File: config.mk
export PLATFORM = sky130hd
export DESIGN_NAME = dtx_ram
export DESIGN_NICKNAME = d
export VERILOG_FILES = /design/src/rtl/core/dtx_ram.sv
export SDC_FILE = /design/constraint.sdc
export NUM_CORES = 2
export LEC_CHECK = 0
export ABC_AREA = 0
export BUFFER_PORTS_ARGS = -buffer_cell sky130_fd_sc_hd__buf_2
export CORE_UTILIZATION = 29
export CTS_CLUSTER_SIZE = 10
export DETAILED_ROUTE_END_ITERATION = 12
export PLACE_DENSITY = 0.53
export SLEW_MARGIN = 10
export SYNTH_ARGS = -nofsm -noshare
export SYNTH_HDL_FRONTEND = slang
export SYNTH_SLANG_ARGS = --single-unit
File: constraint.sdc
create_clock -name clk -period 3.7 [get_ports clk]
set_clock_uncertainty 0.15 [all_clocks]
set_input_delay 0.37 -clock clk [delete_from_list [all_inputs] [get_ports clk]]
set_output_delay 0.37 -clock clk [all_outputs]
set_load 0.05 [all_outputs]
File: src/rtl/core/dtx_ram.sv
module dtx_ram #(
	parameter int WIDTH = 8,
	parameter int DEPTH = 256
) (
	input  logic                     clk,
	input  logic                     wr_en,
	input  logic [$clog2(DEPTH)-1:0] wr_addr,
	input  logic [WIDTH-1:0]         wr_data,
	input  logic                     rd_en,
	input  logic [$clog2(DEPTH)-1:0] rd_addr,
	output logic [WIDTH-1:0]         rd_data
);

	logic [WIDTH-1:0] mem [DEPTH];

	always_ff @(posedge clk) begin
		if (wr_en) begin
			mem[wr_addr] <= wr_data;
		end
		if (rd_en) begin
			rd_data <= mem[rd_addr];
		end
	end

endmodule

==> impl_metrics.csv <==
group,metric,value,unit
finish,final_common_cell,"edfxtp_1",
synth,synth.avg_cell_area,21.3,sq um
drt,route.detailed.drc,0,
worst_setup_path,critPathKind,"primary input to flop",
drt,vias_per_cell,5.05,
sta,fmax,0.325,GHz
clocking,cts_made_buffers,228,
sta,min_period_over_period,83.1,%
floorplanning,num_rows,192,
grt,antenna_found_initial,16,
sta,slew_viol_final,0,
finish,final_cell_mix,"2056 x edfxtp_1, 454 x mux4_2, 375 x buf_4",
placement,dp_hpwl,135000,um
clocking,clk_pin_slew,0.06,ns
worst_setup_path,critPathLaunch,"rd_addr[0]",
run_status,status,"complete, no violations",
worst_setup_path,r2r_start,"mem[223][2]$_DFFE_PP_",
finish,finalNetCount,4218,
floorplanning,die_area,277000,sq um
synth,synth_top_family_by_area,"multiplexers",
clocking,hold_buffers,14,
clocking,worstSkewPairLatency,0.86,ns
synth,yosysSeqAreaShare,77.5,%
sta,final-setup-viol-count,0,
worst_setup_path,reg2reg_to,"rd_data[2]$_DFFE_PP_",
clocking,cts_root_buffer,"clkbuf_16",
worst_setup_path,path_max_fanout,21,
drt,drt_first_pass_iters,8,
drt,ant_nets,0,
power,ir_drop,0.387,mV
floorplanning,start_util,29.1,%
sta,finalHoldViolCount,0,
synth,syn_area,79600,sq um
floorplanning,die_x,526,um
grt,grt_pass1_wl,307000,um
clocking,cts.path.max_buffers,3,
sta,period_minus_slack,3.07,ns
grt,grt_usage,15.4,%
finish,n_antenna_cell,0,
placement,gp_congestion,0.819,
synth,synth_xor_xnor_area_share,0,%
grt,grt_max_degree,115,
grt,grt_pass1_vias,40300,
drt,vias,39500,
synth,yosys.cell_types.count,54,
synth,synthMuxAreaShare,14.6,%
finish,drive_gt1_share,27.6,%
floorplanning,core_area,273000,sq um
synth,yosys.area_share.simple,2.63,%
synth,synth_compound_area_share,3.42,%
drt,wl_per_cell,27.5,um
floorplanning,io_pins,35,
clocking,post_cts_resized,0,
clocking,clkSinkCount,2056,
synth,syn_inst,3733,
power,leakage,28.8,nW
floorplanning,die_h,526,um
worst_setup_path,rr_worst_depth,5,
synth,ys_warn_count,0,
synth,ys_ff_latch,2056,
synth,synth_edf_count,2056,
finish,finalCoreUtilization,34.0,%
run,cap_viol_max_count,0,
synth,ys.flop_type,"edfxtp_1",
synth,synth_nets,3760,
clocking,post_cts_buffers,0,
sta,holdWs,0.207,ns
power,power_density,517,nW/um^2
drt,drt-total-wl,215000,um
worst_setup_path,ff2ff_setup_slack,0.65,ns
sta,rsz0062_at_grt,"false",
synth,synthAdderAreaFrac,0,%
worst_setup_path,cp-end-kind,"flop",
drt,initialDrtViolationCount,4129,
sta,worst_slew_pin_slew,1.35,ns
clocking,cts_tree,"built",
min_path,hp-class,"primary input to flop",
worst_setup_path,worst_setup_path_start_kind,"primary input",
worst_setup_path,cp.required,4.13,ns
clocking,cts-htree-levels,4,
worst_setup_path,cp.arrival,3.51,ns
worst_setup_path,critPathCapture,"rd_data[6]$_DFFE_PP_",
synth,async_flop_share,0,%
finish,syn_to_final_growth,16.7,%
grt,overflow,0,
power,design_power_total,48.1,mW
sta,max_slew_margin,9.19,%
placement,io_buffers,34,
[worst min-delay path by stage]
| stage | to | cells past startpoint | startpoint | slack [ns] |
|---|---|---|---|---|
| global route | mem[112][4]$_DFFE_PP_ | 4 | wr_addr[4] | 0.19 |
| detailed placement | mem[87][1]$_DFFE_PP_ | 1 | wr_data[1] | 0.67 |
| CTS | mem[112][4]$_DFFE_PP_ | 4 | wr_addr[4] | 0.14 |
| finish | mem[112][4]$_DFFE_PP_ | 4 | wr_addr[4] | 0.21 |
| global placement | mem[70][1]$_DFFE_PP_ | 1 | wr_data[1] | 0.66 |
| floorplan | mem[0][0]$_DFFE_PP_ | 0 | wr_data[0] | 0.32 |
[routing by layer]
metal	track usage, %	share of wire (%)	vias to the layer above
li1	-	-	16500
met1	21.3	43	21400
met2	25.4	49	1385
met3	2.46	6.0	248
met4	3.30	1.8	0
met5	0	0	-
[logic make-up (layout without fill, tap and decap cells)]
kind of cell | after synthesis | in the layout
buf+inv | 235 | 739
simple gates | 466 | 466
compound gates | 385 | 385
mux | 591 | 591
flops | 2056 | 2056
[through the flow]
step	setup TNS, ns	setup slack, ns	cells	instance area (sq um)
6_report	0	0.625	7826	92900
2_1_floorplan	0	1.10	3733	79600
5_1_grt	0	0.597	7826	92900
3_3_place_gp	-1.04	-0.390	7536	86600
4_1_cts	0	0.553	7826	92900
3_5_place_dp	-1.07	-0.378	7536	86600
[critical path: stages]
cell,delay [ns]
buf_8,0.24
buf_4,0.47
buf_4,0.35
mux4_2,0.56
a22oi_1,0.20
a21oi_1,0.11
nor4_1,0.84
buf_4,0.24
nor4_2,0.04
[synthesized netlist by cell type, drive strengths merged, types with 16 or more instances]
library cell	count	area share [%]
edfxtp	2056	78
mux4	456	13
nor2	282	1.3
mux2i	134	1.7
a22oi	133	1.3
buf	122	1.3
clkbuf	111	0.52
a21oi	96	0.60
o221ai	47	0.52
nand3	34	0.21
nand2	33	0.16
nor2b	31	0.24
o22ai	28	0.22
nor4	27	0.24
nor3	22	0.14
a211oi	16	0.15
[area by class of cell]
| cell class | instances | area, sq um |
|---|---|---|
| clock buffer | 248 | 5800 |
| multi-input combinational | 1442 | 16500 |
| timing repair buffer | 461 | 4020 |
| fill | 25400 | 180000 |
| clock inverter | 28 | 382 |
| tap | 3589 | 4490 |
| sequential | 2056 | 61700 |
| inverter | 2 | 7.51 |
[report_power, final]
group	leakage [nW]	internal, mW	switching, mW
logic	7.31	0.899	1.65
registers	18.5	25.7	0.0311
clock network	3.01	11.0	8.73
total	28.8	37.6	10.4
[state kept, by name, indices dropped and copies added, names as in the netlist]
| name | cells |
|---|---|
| mem | 2048 |
| rd_data | 8 |
(Power assumes the default switching activity.)
