[config.mk]
export PLATFORM = sky130hd
export DESIGN_NAME = dtx_sweep
export DESIGN_NICKNAME = d
export VERILOG_FILES = /design/src/rtl/core/dtx_pkg.sv /design/src/rtl/core/dtx_sweep.sv
export SDC_FILE = /design/constraint.sdc
export NUM_CORES = 1
export LEC_CHECK = 0
export ABC_AREA = 1
export BUFFER_PORTS_ARGS = -buffer_cell sky130_fd_sc_hd__buf_2
export CORE_ASPECT_RATIO = 1.25
export CORE_MARGIN = 1.5
export CORE_UTILIZATION = 70
export CTS_BUF_LIST = sky130_fd_sc_hd__clkbuf_4 sky130_fd_sc_hd__clkbuf_8
export CTS_CLUSTER_SIZE = 14
export DETAILED_ROUTE_END_ITERATION = 8
export PLACE_DENSITY_LB_ADDON = 0.25
export SYNTH_ARGS = -nofsm -noshare
export SYNTH_HDL_FRONTEND = slang
export SYNTH_SLANG_ARGS = --single-unit
[constraint.sdc]
create_clock -name clk -period 6.3 [get_ports clk]
set_input_delay 0.315 -clock clk [delete_from_list [all_inputs] [get_ports clk]]
set_output_delay 0.315 -clock clk [all_outputs]
set_load 0.02 [all_outputs]
[src/rtl/core/dtx_pkg.sv]
package dtx_pkg;

	localparam int TABLE_DEPTH = 256;
	localparam int IDX_W       = $clog2(TABLE_DEPTH);
	localparam int CNT_W       = IDX_W + 1;

	localparam logic [2:0] CMD_ENCRYPT   = 3'd0;
	localparam logic [2:0] CMD_DECRYPT   = 3'd1;
	localparam logic [2:0] CMD_REKEY     = 3'd2;
	localparam logic [2:0] CMD_RESET_IDX = 3'd3;
	localparam logic [2:0] CMD_REBUILD   = 3'd4;

	localparam logic [1:0] REG_GEN_ONE   = 2'd0;
	localparam logic [1:0] REG_GEN_TWO   = 2'd1;
	localparam logic [1:0] REG_SWAP_MODE = 2'd2;

	localparam logic [7:0] SWAP_MASK = 8'hAB;

	// one port pair of a keystream table
	typedef struct packed {
		logic             rd_en;
		logic [IDX_W-1:0] rd_addr;
		logic             wr_en;
		logic [IDX_W-1:0] wr_addr;
		logic [7:0]       wr_data;
	} ram_req_t;

	// exchange nibbles, then whiten
	function automatic logic [7:0] swap_whiten(input logic [7:0] v);
		return {v[3:0], v[7:4]} ^ SWAP_MASK;
	endfunction

endpackage

[src/rtl/core/dtx_sweep.sv]
module dtx_sweep (
	input  logic              clk,
	input  logic              arst_n,
	input  logic              rekey_go,
	input  logic              build_go,
	input  logic [31:0]       key_word,
	input  logic [31:0]       generator_one,
	input  logic [31:0]       generator_two,
	input  logic [7:0]        rd_data_one,
	input  logic [7:0]        rd_data_two,
	output dtx_pkg::ram_req_t req_one,
	output dtx_pkg::ram_req_t req_two,
	output logic              busy
);

	import dtx_pkg::*;

	typedef enum logic [3:0] {
		ST_IDLE  = 4'b0001,
		ST_CLEAR = 4'b0010,
		ST_REKEY = 4'b0100,
		ST_BUILD = 4'b1000
	} state_t;

	state_t           state_q;
	logic [CNT_W-1:0] cnt_q;
	logic             phase_q;
	logic [31:0]      key_q;
	logic [31:0]      key2_q;
	logic [31:0]      gen1_q;
	logic [31:0]      gen2_q;
	logic [7:0]       n1_q;
	logic [7:0]       n2_q;
	logic [7:0]       t1_q;
	logic [7:0]       t2_q;
	logic [IDX_W-1:0] wb_addr;
	logic             last_entry;

	assign busy       = (state_q != ST_IDLE);
	assign wb_addr    = cnt_q[IDX_W-1:0] - IDX_W'(1);
	assign last_entry = (cnt_q[IDX_W-1:0] == {IDX_W{1'b1}});

	always_comb begin
		req_one = '0;
		req_two = '0;
		unique case (state_q)
			ST_CLEAR: begin
				req_one.wr_en   = 1'b1;
				req_one.wr_addr = cnt_q[IDX_W-1:0];
				req_two.wr_en   = 1'b1;
				req_two.wr_addr = cnt_q[IDX_W-1:0];
			end
			ST_REKEY: begin
				// read entry k while writing back entry k-1
				req_one.rd_en   = !cnt_q[IDX_W];
				req_one.rd_addr = cnt_q[IDX_W-1:0];
				req_two.rd_en   = !cnt_q[IDX_W];
				req_two.rd_addr = cnt_q[IDX_W-1:0];
				req_one.wr_en   = (cnt_q != '0);
				req_one.wr_addr = wb_addr;
				req_one.wr_data = rd_data_one ^ key_q[{wb_addr[1:0], 3'b000} +: 8];
				req_two.wr_en   = (cnt_q != '0);
				req_two.wr_addr = wb_addr;
				req_two.wr_data = rd_data_two ^ key2_q[{wb_addr[1:0], 3'b000} +: 8];
			end
			ST_BUILD: begin
				req_one.wr_en   = phase_q;
				req_one.wr_addr = cnt_q[IDX_W-1:0];
				req_one.wr_data = n1_q;
				req_two.wr_en   = phase_q;
				req_two.wr_addr = cnt_q[IDX_W-1:0];
				req_two.wr_data = n2_q;
			end
			default: begin
			end
		endcase
	end

	always_ff @(posedge clk or negedge arst_n) begin
		if (!arst_n) begin
			state_q <= ST_CLEAR;
			cnt_q   <= '0;
			phase_q <= 1'b0;
		end else begin
			unique case (state_q)
				ST_IDLE: begin
					cnt_q   <= '0;
					phase_q <= 1'b0;
					if (rekey_go) begin
						state_q <= ST_REKEY;
					end else if (build_go) begin
						state_q <= ST_BUILD;
					end
				end
				ST_CLEAR: begin
					cnt_q <= cnt_q + CNT_W'(1);
					if (last_entry) begin
						state_q <= ST_IDLE;
					end
				end
				ST_REKEY: begin
					cnt_q <= cnt_q + CNT_W'(1);
					if (cnt_q[IDX_W]) begin
						state_q <= ST_IDLE;
					end
				end
				ST_BUILD: begin
					phase_q <= !phase_q;
					if (phase_q) begin
						cnt_q <= cnt_q + CNT_W'(1);
						if (last_entry) begin
							state_q <= ST_IDLE;
						end
					end
				end
				default: begin
					state_q <= ST_IDLE;
				end
			endcase
		end
	end

	// recurrence in two steps: t = a*n + b, then n' = t*n + c
	always_ff @(posedge clk) begin
		if (state_q == ST_IDLE) begin
			if (rekey_go) begin
				key_q  <= key_word;
				key2_q <= key_word * key_word;
			end
			if (build_go) begin
				gen1_q <= generator_one;
				gen2_q <= generator_two;
				n1_q   <= generator_one[31:24];
				n2_q   <= generator_two[31:24];
			end
		end else if (state_q == ST_BUILD) begin
			if (!phase_q) begin
				t1_q <= gen1_q[7:0] * n1_q + gen1_q[15:8];
				t2_q <= gen2_q[7:0] * n2_q + gen2_q[15:8];
			end else begin
				n1_q <= t1_q * n1_q + gen1_q[23:16];
				n2_q <= t2_q * n2_q + gen2_q[23:16];
			end
		end
	end

endmodule

==> flow_summary.toml, run 1 <==
[critical_path]
arrival_ps = 6390
cp-end-kind = "flip-flop"
worstSetupPathType = "input pin to flip-flop"
critPathTopFamily = "adder cells"
critPathLaunch = "key_word[4]"
crit_slowest_cell = "fa_1"
start_kind = "input pin"
cpPeakStageDelay_ps = 590
r2r_slack_ps = 1750
crit_end = "key2_q[26]"
crit_required_ps = 6560
r2r-end = "t1_q[7]"
cp_max_fo = 7
r2r_cells = 12
path_buf_inv = 8
r2r-start = "n1_q[0]"
crit_top_cell = "fa_1"
worst-path-stages = 25

[floorplan]
ios = 169
die-height_um = 215
dieArea_sq_um = 36900
start_util_pct = 70.9
num_rows = 77
design.core.area_sq_um = 35400
die_w_um = 172

[placed_design]
gp_congestion = 0.950
hpwl_um = 55700
dp.cells = 3648
placed_cell_area_sq_um = 28100
portBuffers = 168

[yosys]
yosys_warnings = 0
ys_ff_latch = 156
synth_edf_count = 142
avgSynthCellArea_sq_um = 8.71
synth_nets = 3633
ys.flop_type = "edfxtp_1"
synth_seq_area_share_pct = 18.4
netlist_area_sq_um = 25100
synthArstFlopShare_pct = 8.97
synth_cell_types = 49
synthCells = 2876

[clock_network]
numCtsBuffers = 17
clk_latency_ps = 510
clk_pin_slew_worst_paths_ps = 100
root_buffer = "clkbuf_8"
htreeDepth = 4
cts.sinks = 156
cts_buffer_depth = 2
cts_tree = "built"

[global_routing]
grt_usage_pct = 39.7
grt_pass1_vias = 22200
antenna_found_initial = 3
grt_overflow = 0
grt_pass1_wl_um = 111000
grt_max_degree = 63

[run_status]
status = "finished clean"

[timing]
max_freq_mhz = 163
max-slew-margin-rel_pct = 45.7
finalCritPeriodShare_pct = 97.2
slew_viol_final = 0
period_needed_ps = 6130
setup_violations = 0
timing.hold.ws_ps = 62.0
skew_ps = 20.7
worst_slew_pin_slew_ps = 812
final-hold-violation-count = 0

[finish]
utilization_pct = 82.1
finalInstanceArea_sq_um = 29000
final_cells = 3732
syn_to_final_growth_pct = 15.8
mostFrequentLayoutCell = "inv_1"
nets = 4000
drive_above_1_share_pct = 14.6
final_cell_mix = "inv_1 (844), nand2_1 (670), fa_1 (435)"

[route]
drcViolationCount = 0
wire_per_inst_um = 18.4
num_vias = 20300
vias_per_cell = 5.43
dr.pass1.iters = 6
routed_wirelength_um = 68600
ant_nets = 0
drtIter0Drc = 1574

[flow_run]
cap_violations = 0

[min_path]
hp-class = "input pin to flip-flop"
==> metal layers <==
metal / up-vias / part of all wire [%] / GRT usage (%)
met2: 1019 / 50 / 67.6
met5: - / 0.025 / 0
met3: 305 / 7.8 / 7.88
met1: 9819 / 35 / 45.0
met4: 4 / 7.1 / 25.7
li1: 9112 / - / -
==> synthesized netlist by cell type, types with 3 or more instances <==
| library cell | instances | area (sq um) |
|---|---|---|
| a21o_1 | 6 | 45.0 |
| buf_1 | 10 | 37.5 |
| xor2_1 | 87 | 762 |
| dfrtp_1 | 13 | 325 |
| o21ai_1 | 3 | 15.0 |
| o21bai_1 | 4 | 30.0 |
| nand3b_1 | 6 | 45.0 |
| inv_1 | 844 | 3170 |
| inv_2 | 6 | 22.5 |
| xnor2_1 | 49 | 429 |
| o21ai_0 | 52 | 260 |
| buf_2 | 15 | 75.1 |
| a32o_1 | 13 | 130 |
| a31oi_1 | 3 | 18.8 |
| buf_4 | 18 | 135 |
| fa_1 | 436 | 8730 |
| ha_1 | 205 | 2560 |
| a21oi_1 | 66 | 330 |
| o22ai_1 | 5 | 31.3 |
| nand2_1 | 677 | 2540 |
| nor3_1 | 9 | 45.0 |
| nand3_1 | 54 | 270 |
| nand4_1 | 8 | 50.1 |
| edfxtp_1 | 142 | 4260 |
| clkbuf_1 | 59 | 221 |
| nor2_1 | 54 | 203 |
==> stage by stage <==
stage,setup slack [ps],TNS (ps)
final,175,0
after global routing,-50.6,-71.3
after CTS,137,0
after detailed placement,-398,-3300
after global placement,-244,-1690
after floorplan,-0.845,-0.845
==> worst reg2reg max path, stage by stage, from the launching register on <==
cell and delay, ps:
edfxtp_1 810, nand2_1 210, fa_1 520, fa_1 510, inv_1 60, fa_1 590, fa_1 460, ha_1 350
a21oi_1 160, o21ai_0 120, xor2_1 190, xnor2_1 200, xnor2_1 120
==> kinds of logic after synthesis <==
kind of cell,count (synthesis),synth area share (%)
buf+inv,954,14.6
flops,156,18.4
xor+xnor,136,4.75
simple gates,824,13.3
fa+ha+maj,641,45.1
compound gates,165,3.85
==> flip-flops by register name (all words and copies together) (netlist names) <==
name     flops
n1_q         8
state_q      4
t2_q         8
key_q       32
gen1_q      24
n2_q         8
phase_q      1
t1_q         8
cnt_q        9
key2_q      30
gen2_q      24
==> area by class of cell <==
cell class / instances / area (sq um)
multi-input cells: 1766 / 16900
inverters: 851 / 3190
clock inverters: 15 / 179
flip-flops and latches: 156 / 4620
clock buffers: 17 / 234
repair buffers: 451 / 3310
diodes: 2 / 5.00
fillers: 2152 / 6330
well taps: 474 / 593
==> worst min path at each step <==
stage,start,cells past startpoint,slack (ps),endpoint
3_3_place_gp,arst_n,1,230,state_q[3]
5_1_grt,key_word[30],1,40,key_q[30]
2_1_floorplan,arst_n,0,20,cnt_q[0]
4_1_cts,key_word[30],1,30,key_q[30]
6_report,key_word[30],1,60,key_q[30]
3_5_place_dp,arst_n,1,230,state_q[3]
==> timing repair <==
action | CTS | global route
hold buffers | 49 | 0
endpoints found under the setup margin | 0 | 8
resized for setup | 0 | 11
hold endpoints to repair | 62 | 0
setup buffers | 0 | 1
Power of run 1 is not shown: default switching activity piles up to over one toggle a cycle in this logic, so the estimate is an artifact.
==> run 2, diff against run 1 <==
--- a/config.mk
+++ b/config.mk
@@ -8,7 +8,6 @@
 export ABC_AREA = 1
 export BUFFER_PORTS_ARGS = -buffer_cell sky130_fd_sc_hd__buf_2
 export CORE_ASPECT_RATIO = 1.25
-export CORE_MARGIN = 1.5
 export CORE_UTILIZATION = 70
 export CTS_BUF_LIST = sky130_fd_sc_hd__clkbuf_4 sky130_fd_sc_hd__clkbuf_8
 export CTS_CLUSTER_SIZE = 14
==> run 2 against run 1 <==
Critical path depth shrank 1. Highest routed layer is now met4. Clock skew shrank 10 ps. First-iteration DRC count grew 30%. Wire length shrank 1.4%. Sequential share of layout area grew 0.14 points. Core utilization shrank 0.71 points. Largest cell class unchanged. Non-clock buffer count shrank 23. Global-route usage shrank 0.23 points. Via count grew 0.39%. Cell count shrank 0.64%. Clock-buffer cell count grew 2.
==> flow_summary.toml, run 2 (synthesized netlist as in run 1, its figures left out) <==
[run_status]
status = "finished clean"

[critical_path]
worstSetupPathType = "input pin to flip-flop"
crit_required_ps = 6590
cp_max_fo = 8
crit_slowest_cell = "fa_1"
start_kind = "input pin"
cpPeakStageDelay_ps = 580
arrival_ps = 6360
cp-end-kind = "flip-flop"
crit_top_cell = "fa_1"
path_cells = "buf_2 -> buf_4 -> buf_4 -> nand2_1 -> fa_1 -> fa_1 -> fa_1 -> inv_1 -> fa_1 -> inv_1 -> fa_1 -> fa_1 -> fa_1 -> fa_1 -> inv_1 -> ha_1 -> nand2_1 -> nor3_1 -> and2_1 -> nand2_1 -> nand3_1 -> inv_1 -> nand2_1 -> nand2_1"

[floorplan]
die-height_um = 214
ios = 169
die_w_um = 171
design.core.area_sq_um = 35400
dieArea_sq_um = 36600
start_util_pct = 70.9
num_rows = 77

[placed_design]
gp_congestion = 0.955
hpwl_um = 53600
placed_cell_area_sq_um = 27800
portBuffers = 168

[route]
drtIter0Drc = 2041
routed_wirelength_um = 67700
dr.pass1.iters = 8
vias_per_cell = 5.48
drcViolationCount = 0
wire_per_inst_um = 18.2
num_vias = 20300
ant_nets = 0

[timing]
slew_viol_final = 0
skew_ps = 10.7
final-hold-violation-count = 0
max_freq_mhz = 165
finalCritPeriodShare_pct = 96.4
max-slew-margin-rel_pct = 46.5
worst_slew_pin_slew_ps = 799
rsz0062_at_grt = "false"
period_needed_ps = 6070
setup_violations = 0

[min_path]
hp-class = "input pin to flip-flop"

[clock_network]
cts.sinks = 156
clk_pin_slew_worst_paths_ps = 100
root_buffer = "clkbuf_8"
htreeDepth = 4
clk_latency_ps = 520
cts_tree = "built"
numCtsBuffers = 17
cts_buffer_depth = 2

[finish]
largest_register_ffs = 32
mostFrequentLayoutCell = "inv_1"
multi_input_area_sq_um = 16900
top_regs = "key_q (32), key2_q (30)"
finalInstanceArea_sq_um = 28800
nets = 3977
seqCellArea_sq_um = 4620
final_cell_mix = "inv_1 (844), nand2_1 (671), fa_1 (435)"
drive_above_1_share_pct = 14.0
max_flop_register = "key_q"
fillers = 2158
syn_to_final_growth_pct = 14.9

[global_routing]
grt_max_degree = 63
antenna_found_initial = 0
grt_pass1_wl_um = 108000
grt_usage_pct = 39.4
grt_overflow = 0
grt_pass1_vias = 22100

[flow_run]
cap_violations = 0
run 2: cell count changes in the layout (fill, tap and decap cells not counted), sizes merged:
cell         change
buf             -20
inv              -5
bufinv           +4
clkinvlp         -1
diode            -1
dlygate4sd3      -1
run 2: worst paths after layout:
kind	from	endpoint	slack, ps	cells after the start
setup / recovery	key_word[12]	key2_q[31]	230	24
hold / removal	generator_one[16]	gen1_q[16]	20	1
setup reg to reg	n2_q[0]	n2_q[7]	1350	14
hold reg to reg	state_q[1]	state_q[1]	520	2
max in group asynchronous	arst_n	state_q[1]	5780	2
min in group asynchronous	arst_n	phase_q	210	2
run 2: final cells by class:
type,instances,share of cell area [%]
Clock inverter,13,0.826
Tap cell,474,2.06
Sequential cell,156,16.0
Multi-Input combinational cell,1766,58.7
Antenna cell,1,0.00870
Inverter,851,11.1
Clock buffer,19,0.887
Timing Repair Buffer,428,10.3
run 2: worst max-delay path: cells and delay by family:
family | cells | cell delay [ps]
buffers and inverters | 7 | 830
adders and majority gates | 9 | 4400
and+or+nand+nor | 8 | 810
run 2: timing repair:
action | in CTS | in global routing
setup endpoints to repair | 0 | 8
gates resized for setup | 0 | 13
hold buffers | 48 | 0
setup buffers | 0 | 0
hold endpoints to repair | 61 | 0
run 2: layer usage:
layer / vias to the layer above / share of wire, % / GRT usage [%] / wire length, um
met1: 9752 / 34 / 43.6 / 23100
met2: 1165 / 49 / 68.2 / 33500
met3: 357 / 9.1 / 8.88 / 6180
met5: - / 0 / 0 / 0
met4: 0 / 7.2 / 26.0 / 4850
li1: 9064 / - / - / -
run 2: stage by stage:
step	TNS [ps]	utilization [%]	worst slack, ps	cells	hold slack, ps
floorplan	-0.845	-	-0.845	2876	19.4
global placement	-1360	78.5	-223	3627	229
detailed placement	-4010	78.5	-470	3627	235
CTS	0	81.3	58.5	3707	0.640
global route	0	81.4	12.2	3707	8.44
finish	0	81.4	227	3708	20.4
Power of run 2 is left out for the same reason.
