[src/rtl/core/dtx_pkg.sv]
package dtx_pkg;

	localparam int TABLE_DEPTH = 256;
	localparam int IDX_W       = $clog2(TABLE_DEPTH);
	localparam int CNT_W       = IDX_W + 1;

	localparam logic [2:0] CMD_ENCRYPT   = 3'd0;
	localparam logic [2:0] CMD_DECRYPT   = 3'd1;
	localparam logic [2:0] CMD_REKEY     = 3'd2;
	localparam logic [2:0] CMD_RESET_IDX = 3'd3;
	localparam logic [2:0] CMD_REBUILD   = 3'd4;

	localparam logic [1:0] REG_GEN_ONE   = 2'd0;
	localparam logic [1:0] REG_GEN_TWO   = 2'd1;
	localparam logic [1:0] REG_SWAP_MODE = 2'd2;

	localparam logic [7:0] SWAP_MASK = 8'hAB;

	// one port pair of a keystream table
	typedef struct packed {
		logic             rd_en;
		logic [IDX_W-1:0] rd_addr;
		logic             wr_en;
		logic [IDX_W-1:0] wr_addr;
		logic [7:0]       wr_data;
	} ram_req_t;

	// exchange nibbles, then whiten
	function automatic logic [7:0] swap_whiten(input logic [7:0] v);
		return {v[3:0], v[7:4]} ^ SWAP_MASK;
	endfunction

endpackage

[src/rtl/core/dtx_xfm.sv]
module dtx_xfm (
	input  logic              clk,
	input  logic              arst_n,
	input  logic              data_acc,
	input  logic              is_decrypt,
	input  logic              idx_clr,
	input  logic [7:0]        data_byte,
	input  logic              end_of_message,
	input  logic              swap_mode,
	input  logic [7:0]        rd_data_one,
	input  logic [7:0]        rd_data_two,
	output dtx_pkg::ram_req_t req_one,
	output dtx_pkg::ram_req_t req_two,
	output logic              hold,
	output logic              out_valid,
	input  logic              out_stall,
	output logic [7:0]        result_byte,
	output logic              was_decrypt,
	output logic              end_of_message_out
);

	import dtx_pkg::*;

	logic [IDX_W-1:0] enc_lo_q;
	logic [IDX_W-1:0] enc_hi_q;
	logic [IDX_W-1:0] dec_lo_q;
	logic [IDX_W-1:0] dec_hi_q;
	logic [IDX_W-1:0] lo;
	logic [IDX_W-1:0] hi;
	logic [IDX_W-1:0] lo_next;
	logic [IDX_W-1:0] hi_next;
	logic             valid_s1;
	logic [7:0]       data_s1;
	logic             dec_s1;
	logic             eom_s1;
	logic             out_valid_q;
	logic             advance;
	logic [7:0]       mixed;

	assign lo      = is_decrypt ? dec_lo_q : enc_lo_q;
	assign hi      = is_decrypt ? dec_hi_q : enc_hi_q;
	assign lo_next = lo + IDX_W'(1);
	assign hi_next = (lo_next == '0) ? hi + IDX_W'(1) : hi;

	always_comb begin
		req_one         = '0;
		req_two         = '0;
		req_one.rd_en   = data_acc;
		req_one.rd_addr = lo;
		req_two.rd_en   = data_acc;
		req_two.rd_addr = hi;
	end

	always_ff @(posedge clk or negedge arst_n) begin
		if (!arst_n) begin
			enc_lo_q <= '0;
			enc_hi_q <= '0;
			dec_lo_q <= '0;
			dec_hi_q <= '0;
		end else if (idx_clr) begin
			enc_lo_q <= '0;
			enc_hi_q <= '0;
			dec_lo_q <= '0;
			dec_hi_q <= '0;
		end else if (data_acc) begin
			if (is_decrypt) begin
				dec_lo_q <= lo_next;
				dec_hi_q <= hi_next;
			end else begin
				enc_lo_q <= lo_next;
				enc_hi_q <= hi_next;
			end
		end
	end

	assign advance = !out_valid_q || !out_stall;
	assign hold    = valid_s1 && !advance;
	assign mixed   = data_s1 ^ rd_data_one ^ rd_data_two;

	always_ff @(posedge clk or negedge arst_n) begin
		if (!arst_n) begin
			valid_s1    <= 1'b0;
			out_valid_q <= 1'b0;
		end else begin
			if (data_acc) begin
				valid_s1 <= 1'b1;
			end else if (advance) begin
				valid_s1 <= 1'b0;
			end
			if (advance) begin
				out_valid_q <= valid_s1;
			end
		end
	end

	always_ff @(posedge clk) begin
		if (data_acc) begin
			data_s1 <= data_byte;
			dec_s1  <= is_decrypt;
			eom_s1  <= end_of_message;
		end
		if (valid_s1 && advance) begin
			result_byte        <= swap_mode ? swap_whiten(mixed) : mixed;
			was_decrypt        <= dec_s1;
			end_of_message_out <= eom_s1;
		end
	end

	assign out_valid = out_valid_q;

endmodule
[config.mk]
export PLATFORM = sky130hd
export DESIGN_NAME = dtx_xfm
export DESIGN_NICKNAME = d
export VERILOG_FILES = /design/src/rtl/core/dtx_pkg.sv /design/src/rtl/core/dtx_xfm.sv
export SDC_FILE = /design/constraint.sdc
export NUM_CORES = 1
export LEC_CHECK = 0
export BUFFER_PORTS_ARGS = -buffer_cell sky130_fd_sc_hd__buf_2
export CAP_MARGIN = 20
export CORE_ASPECT_RATIO = 0.8
export CORE_MARGIN = 5
export CORE_UTILIZATION = 53
export CTS_CLUSTER_SIZE = 30
export DETAILED_ROUTE_END_ITERATION = 16
export PLACE_DENSITY = 0.81
export SYNTH_ARGS = -nofsm -noshare
export SYNTH_HDL_FRONTEND = slang
export SYNTH_SLANG_ARGS = --single-unit
export TNS_END_PERCENT = 10
[constraint.sdc]
create_clock -name clk -period 3.2 [get_ports clk]
set_input_delay 0.16 -clock clk [delete_from_list [all_inputs] [get_ports clk]]
set_output_delay 0.16 -clock clk [all_outputs]
set_load 0.05 [all_outputs]
==> reports/results.tsv, run 1 <==
stage	metric	value	unit
yosys	number of synthesized flops with an enable pin	20	
placed_design	routability-driven placement congestion ratio	0.8575	
floorplan	Chip Height	81.29	um
pwr	Leak	1.713	nW
setup_path	Setup crit start kind	flop	
pwr	sw frac	31.95	%
setup_path	R2R setup slack	0.59	ns
clock_tree	CTS resizes	0	
setup_path	crit-path max FO	14	
pwr	sequential share of power	49.2	%
timing	Slew HR	47.87	%
pwr	internal power	1.065	mW
pwr	clock share of power	30.8	%
setup_path	CP Capture Type	flop	
timing	Clock Skew	0.007680	ns
timing	Min Clock Period, post-route	2.612	ns
floorplan	Die ar.	8057	sq um
run	maxcap violations	0	
timing	Setup Viol. Count Final	0	
timing	setup TNS	0	ns
yosys	biggest area consumer among synthesized cells	dfrtp_1	
clock_tree	CTS root buffer	clkbuf_8	
yosys	ys async rst share	62.96	%
yosys	commonest cells in the netlist	38 x buf_4, 34 x dfrtp_1, 29 x nor2_1, 23 x nand2_1, 21 x mux2_2	
pwr	P_sw	499.9	uW
timing	Final Hold Fails	0	
cells_and_area	NumNets Final	420	
global_route	total grt overflow	0	
hold_path	Tightest Hold Check Type	in2reg	
global_route	first-pass GRT wire length	11.50	mm
placed_design	dpl cell area	3590	sq um
cells_and_area	Final Util	59.82	%
cells_and_area	layout cell share with drive strength beyond 1	27.39	%
floorplan	Starting Density	53.63	%
routing	Avg WL per Cell	15.50	um
clock_tree	Clock Latency Late Sink	0.32	ns
timing	Slew Limit Fails	0	
yosys	yosys synthesis warning count	0	
cells_and_area	Final Non-Filler Cells	471	
clock_tree	H-tree depth	2	
placed_design	I/O Buffers	61	
routing	via-per-instance ratio	5.248	
pwr	Comb pwr share	20.1	%
placed_design	DP Cell Count	458	
cells_and_area	Antenna diodes	0	
setup_path	worst path arrival time	2.82	ns
setup_path	required time worst endpoint	3.41	ns
global_route	GR Util All Layers	18.16	%
floorplan	I/O pins	96	
yosys	mapped cell area	3367	sq um
clock_tree	CTS hold repair buffers	1	
yosys	Yosys reg bits	54	
clock_tree	CTS tree	yes	
yosys	Top FF cell, synth	dfrtp_1	
clock_tree	Max Buffers Root-to-Sink	2	
floorplan	core box area	6279	sq um
yosys	post-synthesis cell count	327	
yosys	area share of the largest cell type after synthesis	25.27	%
routing	DR vias	2472	
yosys	Synth area leaders	dfrtp_1 25%, edfxtp_1 18%, buf_4 8.5%, mux2_2 7.0%, xnor2_1 5.2%	
timing	Slew @ Worst Pin	0.7820	ns
routing	Antenna Violating Nets Remaining	0	
pwr	Max rail drop VDD	0.0002611	V
global_route	pin count of the biggest net entering global routing	48	
floorplan	die width	99.11	um
routing	DRT iter0 DRCs	224	
clock_tree	Clk pin slew, worst setup/hold paths	0.10	ns
timing	RSZ-0062 raised after global routing	no	
timing	post-route clock period utilization	81.61	%
clock_tree	TritonCTS Buffers	5	
routing	drt drc	0	
routing	WL final	7.301	mm
routing	DR pass1 iterations	4	
global_route	vias in the first global route	2322	
clock_tree	setup bufs post-CTS	0	
clock_tree	# clock sinks	54	
yosys	count of cell types in the netlist	49	
timing	hold_ws	0.01001	ns
yosys	syn avg cell area	10.30	sq um
cells_and_area	Final Instance Area	3756	sq um
setup_path	critical path type	reg2reg	
floorplan	Rows	26	
timing	fmax	382.9	MHz
outcome	outcome	finished, final reports clean	
yosys	sequential area share after synthesis	43.11	%
placed_design	dpl hpwl	5.351	mm
pwr	PwrDens	416.6	nW/um^2
global_route	initial antenna violation count	0	
cells_and_area	Area Growth Syn to Fin	11.56	%
yosys	top-count cell post-synth	buf_4	
-- logic make-up (layout without fill, tap and decap cells) --
group	count (synthesis)	count (layout)	share of synthesized area, %
fa+ha+maj	2	2	0.7431
buf+inv	60	87	11.26
simple gates	107	107	16.50
flops	54	54	43.11
compound gates	40	40	9.588
xor+xnor	31	31	8.064
other cells	1	34	0.1114
mux	32	32	10.63
-- registers in the layout (all words and copies together), names as in the netlist --
| name | flops |
|---|---|
| end_of_message_out | 1 |
| result_byte | 8 |
| enc_lo_q | 8 |
| dec_s1 | 1 |
| out_valid | 1 |
| eom_s1 | 1 |
| enc_hi_q | 8 |
| dec_hi_q | 8 |
| dec_lo_q | 8 |
| data_s1 | 8 |
| valid_s1 | 1 |
| was_decrypt | 1 |
-- per-stage QoR --
| step | worst slack (ns) | power, mW |
|---|---|---|
| after floorplan | 0.05977 | 1.057 |
| after global placement | 0.4747 | 1.084 |
| after detailed placement | 0.3592 | 1.093 |
| after CTS | 0.5947 | 1.571 |
| after global routing | 0.3893 | 1.629 |
| final | 0.5884 | 1.565 |
-- cell type report --
class,instances,area (sq um)
clock buffers,5,68.82
clock inverters,3,47.55
fillers,535,2522
inverters,8,30.03
multi-input cells,246,1660
flip-flops and latches,54,1451
well taps,84,105.1
repair buffers,71,392.9
-- power groups by stage --
stage	logic (mW)	registers, mW	clock network [mW]
3_3_place_gp	0.302	0.782	0
6_report	0.314	0.769	0.482
4_1_cts	0.311	0.770	0.490
5_1_grt	0.335	0.773	0.522
2_1_floorplan	0.220	0.836	0
3_5_place_dp	0.309	0.784	0
-- cells in the final DEF (no fill, tap or decap), types with 2 or more instances in the layout --
cell type	n
nand4b_1	3
mux2_2	21
xor2_1	11
mux2i_1	4
nand2_1	23
and3_1	2
o21ai_0	10
nand2b_1	5
a22oi_1	2
or3_1	2
conb_1	34
a2111oi_0	4
edfxtp_1	20
xnor2_1	20
nand4_1	6
dlygate4sd3_1	5
nand3_1	9
a211oi_1	3
nor2_1	29
clkbuf_8	5
nor3_1	2
dfrtp_1	34
inv_1	8
buf_2	61
ha_1	2
mux2_1	6
a21oi_1	7
nor2b_1	15
and4_1	2
buf_4	5
nor4b_1	2
a2111oi_2	6
-- layer usage --
layer  up-vias  track usage [%]  wire (um)
met5         -                0          0
met4         0            6.412        112
met1      1178            25.74       3246
li1       1191                -          -
met3        10            3.090        518
met2        93            28.22       3424
-- worst paths after layout --
| check | cells after the start | endpoint | start |
|---|---|---|---|
| hold reg to reg | 0 | end_of_message_out$_DFFE_PP_ | eom_s1$_DFFE_PP_ |
| max in group asynchronous | 2 | dec_lo_q[1]$_DFFE_PN0P_ | arst_n |
| min in group asynchronous | 2 | enc_hi_q[2]$_DFFE_PN0P_ | arst_n |
| hold / removal | 1 | eom_s1$_DFFE_PP_ | end_of_message |
| setup reg to reg | 5 | dec_hi_q[7]$_DFFE_PN0P_ | enc_lo_q[3]$_DFFE_PN0P_ |
| setup / recovery | 5 | dec_hi_q[7]$_DFFE_PN0P_ | enc_lo_q[3]$_DFFE_PN0P_ |
-- worst max-delay path: stages (launching register included) --
cell	delay, ns
dfrtp_1	0.50
and3b_1	0.23
a31oi_1	0.10
or4_4	0.67
a2111oi_0	0.60
mux2_2	0.41
(Power assumes the default switching activity.)
==> inputs of run 2 (changes only) <==
CORE_UTILIZATION = 47   (was 53)
PLACE_DENSITY = 0.76   (was 0.81)
clock period = 2.4 ns   (was 3.2 ns; I/O delays follow)
==> reports/results.tsv, run 2 (synthesis gave the netlist of run 1 again) <==
stage	metric	value	unit
pwr	Leak	1.938	nW
timing	post-route clock period utilization	98.65	%
routing	Antenna Violating Nets Remaining	0	
run	maxcap violations	0	
pwr	Tot Pwr	2.015	mW
floorplan	Die ar.	8967	sq um
routing	WL final	8.138	mm
setup_path	Worst path max stage delay	0.63	ns
setup_path	critical path type	reg2reg	
timing	RSZ-0062 raised after global routing	yes	
floorplan	Chip Height	85.71	um
floorplan	die width	104.6	um
routing	via-per-instance ratio	5.298	
setup_path	CP Capture Type	flop	
cells_and_area	layout cell share with drive strength beyond 1	36.83	%
setup_path	Setup crit start kind	flop	
placed_design	routability-driven placement congestion ratio	0.9015	
global_route	total grt overflow	0	
global_route	GR Util All Layers	17.54	%
cells_and_area	Final Instance Area	4238	sq um
cells_and_area	commonest non-fill, non-tap cells in the layout	61 x buf_2, 40 x buf_4, 34 x conb_1, 34 x dfrtp_1, 28 x nor2_1	
global_route	vias in the first global route	2584	
clock_tree	Max Buffers Root-to-Sink	2	
routing	Avg WL per Cell	15.77	um
clock_tree	setup bufs post-CTS	0	
pwr	P_sw	678.1	uW
clock_tree	TritonCTS Buffers	5	
timing	Slew HR	45.34	%
pwr	internal power	1.337	mW
setup_path	worst path arrival time	2.58	ns
cells_and_area	NumNets Final	462	
timing	Clock Skew	0.009163	ns
setup_path	Buf+Inv Stages, Crit Path	1	
timing	fmax	422.4	MHz
routing	drt drc	0	
pwr	Comb pwr share	22.0	%
routing	DR vias	2734	
placed_design	dpl hpwl	6.015	mm
clock_tree	Clk pin slew, worst setup/hold paths	0.11	ns
setup_path	CP top delay family	simple AND/OR/NAND/NOR gates	
timing	Setup Viol. Count Final	0	
clock_tree	H-tree depth	2	
placed_design	dpl cell area	3990	sq um
hold_path	Tightest Hold Check Type	in2reg	
floorplan	Rows	27	
setup_path	Max stage delay cell, worst path	or4_4	
clock_tree	CTS root buffer	clkbuf_8	
outcome	outcome	finished, final reports clean	
setup_path	crit-path max FO	7	
clock_tree	Clock Latency Late Sink	0.32	ns
floorplan	core box area	6925	sq um
placed_design	DP Cell Count	497	
clock_tree	# clock sinks	54	
cells_and_area	most common cell after layout, fill and taps aside	buf_2	
setup_path	CP Cell Sequence	and4b_2 -> nor2_2 -> or4_4 -> buf_4 -> a211oi_4 -> mux2_2	
floorplan	Starting Density	48.62	%
routing	DR pass1 iterations	5	
timing	setup TNS	0	ns
timing	Min Clock Period, post-route	2.368	ns
pwr	clock share of power	27.1	%
routing	DRT iter0 DRCs	219	
timing	Final Hold Fails	0	
pwr	sw frac	33.66	%
cells_and_area	Area Growth Syn to Fin	25.86	%
cells_and_area	Final Non-Filler Cells	516	
placed_design	I/O Buffers	61	
pwr	sequential share of power	50.9	%
setup_path	required time worst endpoint	2.61	ns
pwr	PwrDens	475.4	nW/um^2
pwr	Max rail drop VDD	0.0003123	V
cells_and_area	Antenna diodes	0	
global_route	first-pass GRT wire length	12.81	mm
setup_path	R2R setup slack	0.03	ns
timing	Slew Limit Fails	0	
global_route	pin count of the biggest net entering global routing	48	
floorplan	I/O pins	96	
clock_tree	CTS tree	yes	
timing	Slew @ Worst Pin	0.8200	ns
global_route	initial antenna violation count	0	
run 2: worst paths after layout:
check                                        startpoint                           end  cells after the start
worst min register to register         eom_s1$_DFFE_PP_  end_of_message_out$_DFFE_PP_                      0
min in group asynchronous                        arst_n       dec_hi_q[2]$_DFFE_PN0P_                      2
max in group asynchronous                        arst_n       dec_lo_q[0]$_DFFE_PN0P_                      2
worst max register to register  enc_lo_q[0]$_DFFE_PN0P_       enc_hi_q[0]$_DFFE_PN0P_                      6
worst max-delay path            enc_lo_q[0]$_DFFE_PN0P_       enc_hi_q[0]$_DFFE_PN0P_                      6
worst min-delay path                          out_stall         out_valid$_DFFE_PN0N_                      2
run 2: cell type report:
class | count | area, sq um
clock buffer | 5 | 68.82
clock inverter | 3 | 26.28
fill | 546 | 2688
inverter | 8 | 30.03
multi-input combinational | 247 | 1827
sequential | 54 | 1451
tap | 87 | 108.9
timing repair buffer | 112 | 725.7
run 2: repair_timing:
item                                   in CTS  in global routing
setup endpoints to repair                   1                 11
hold buffers                               10                  0
endpoints found under the hold margin      43                  0
pin swaps                                   0                  2
gates resized for setup                     1                  9
gates cloned                                0                  1
run 2: stage by stage:
step	hold WS, ns	worst slack [ns]	utilization (%)
after floorplan	-0.1756	-0.07502	-
final	0.04085	0.03231	61.19
after global routing	0.04747	-0.02690	61.19
after CTS	0.03844	-0.001143	60.51
after global placement	0.2417	0.04846	57.62
after detailed placement	0.2501	-0.02587	57.62
run 2: per-layer routing:
| metal | track usage (%) | vias to the layer above | wire length (um) |
|---|---|---|---|
| li1 | - | 1281 | - |
| met1 | 25.29 | 1344 | 3510 |
| met2 | 28.41 | 100 | 3985 |
| met3 | 2.333 | 9 | 558 |
| met4 | 3.833 | 0 | 83 |
| met5 | 0 | - | 0 |
run 2: power by group through the flow:
stage	Clock [mW]	Combinational [mW]	Sequential [mW]
global placement	0	0.423	1.04
detailed placement	0	0.430	1.04
finish	0.546	0.444	1.02
floorplan	0	0.303	1.12
global route	0.598	0.473	1.03
CTS	0.556	0.443	1.02
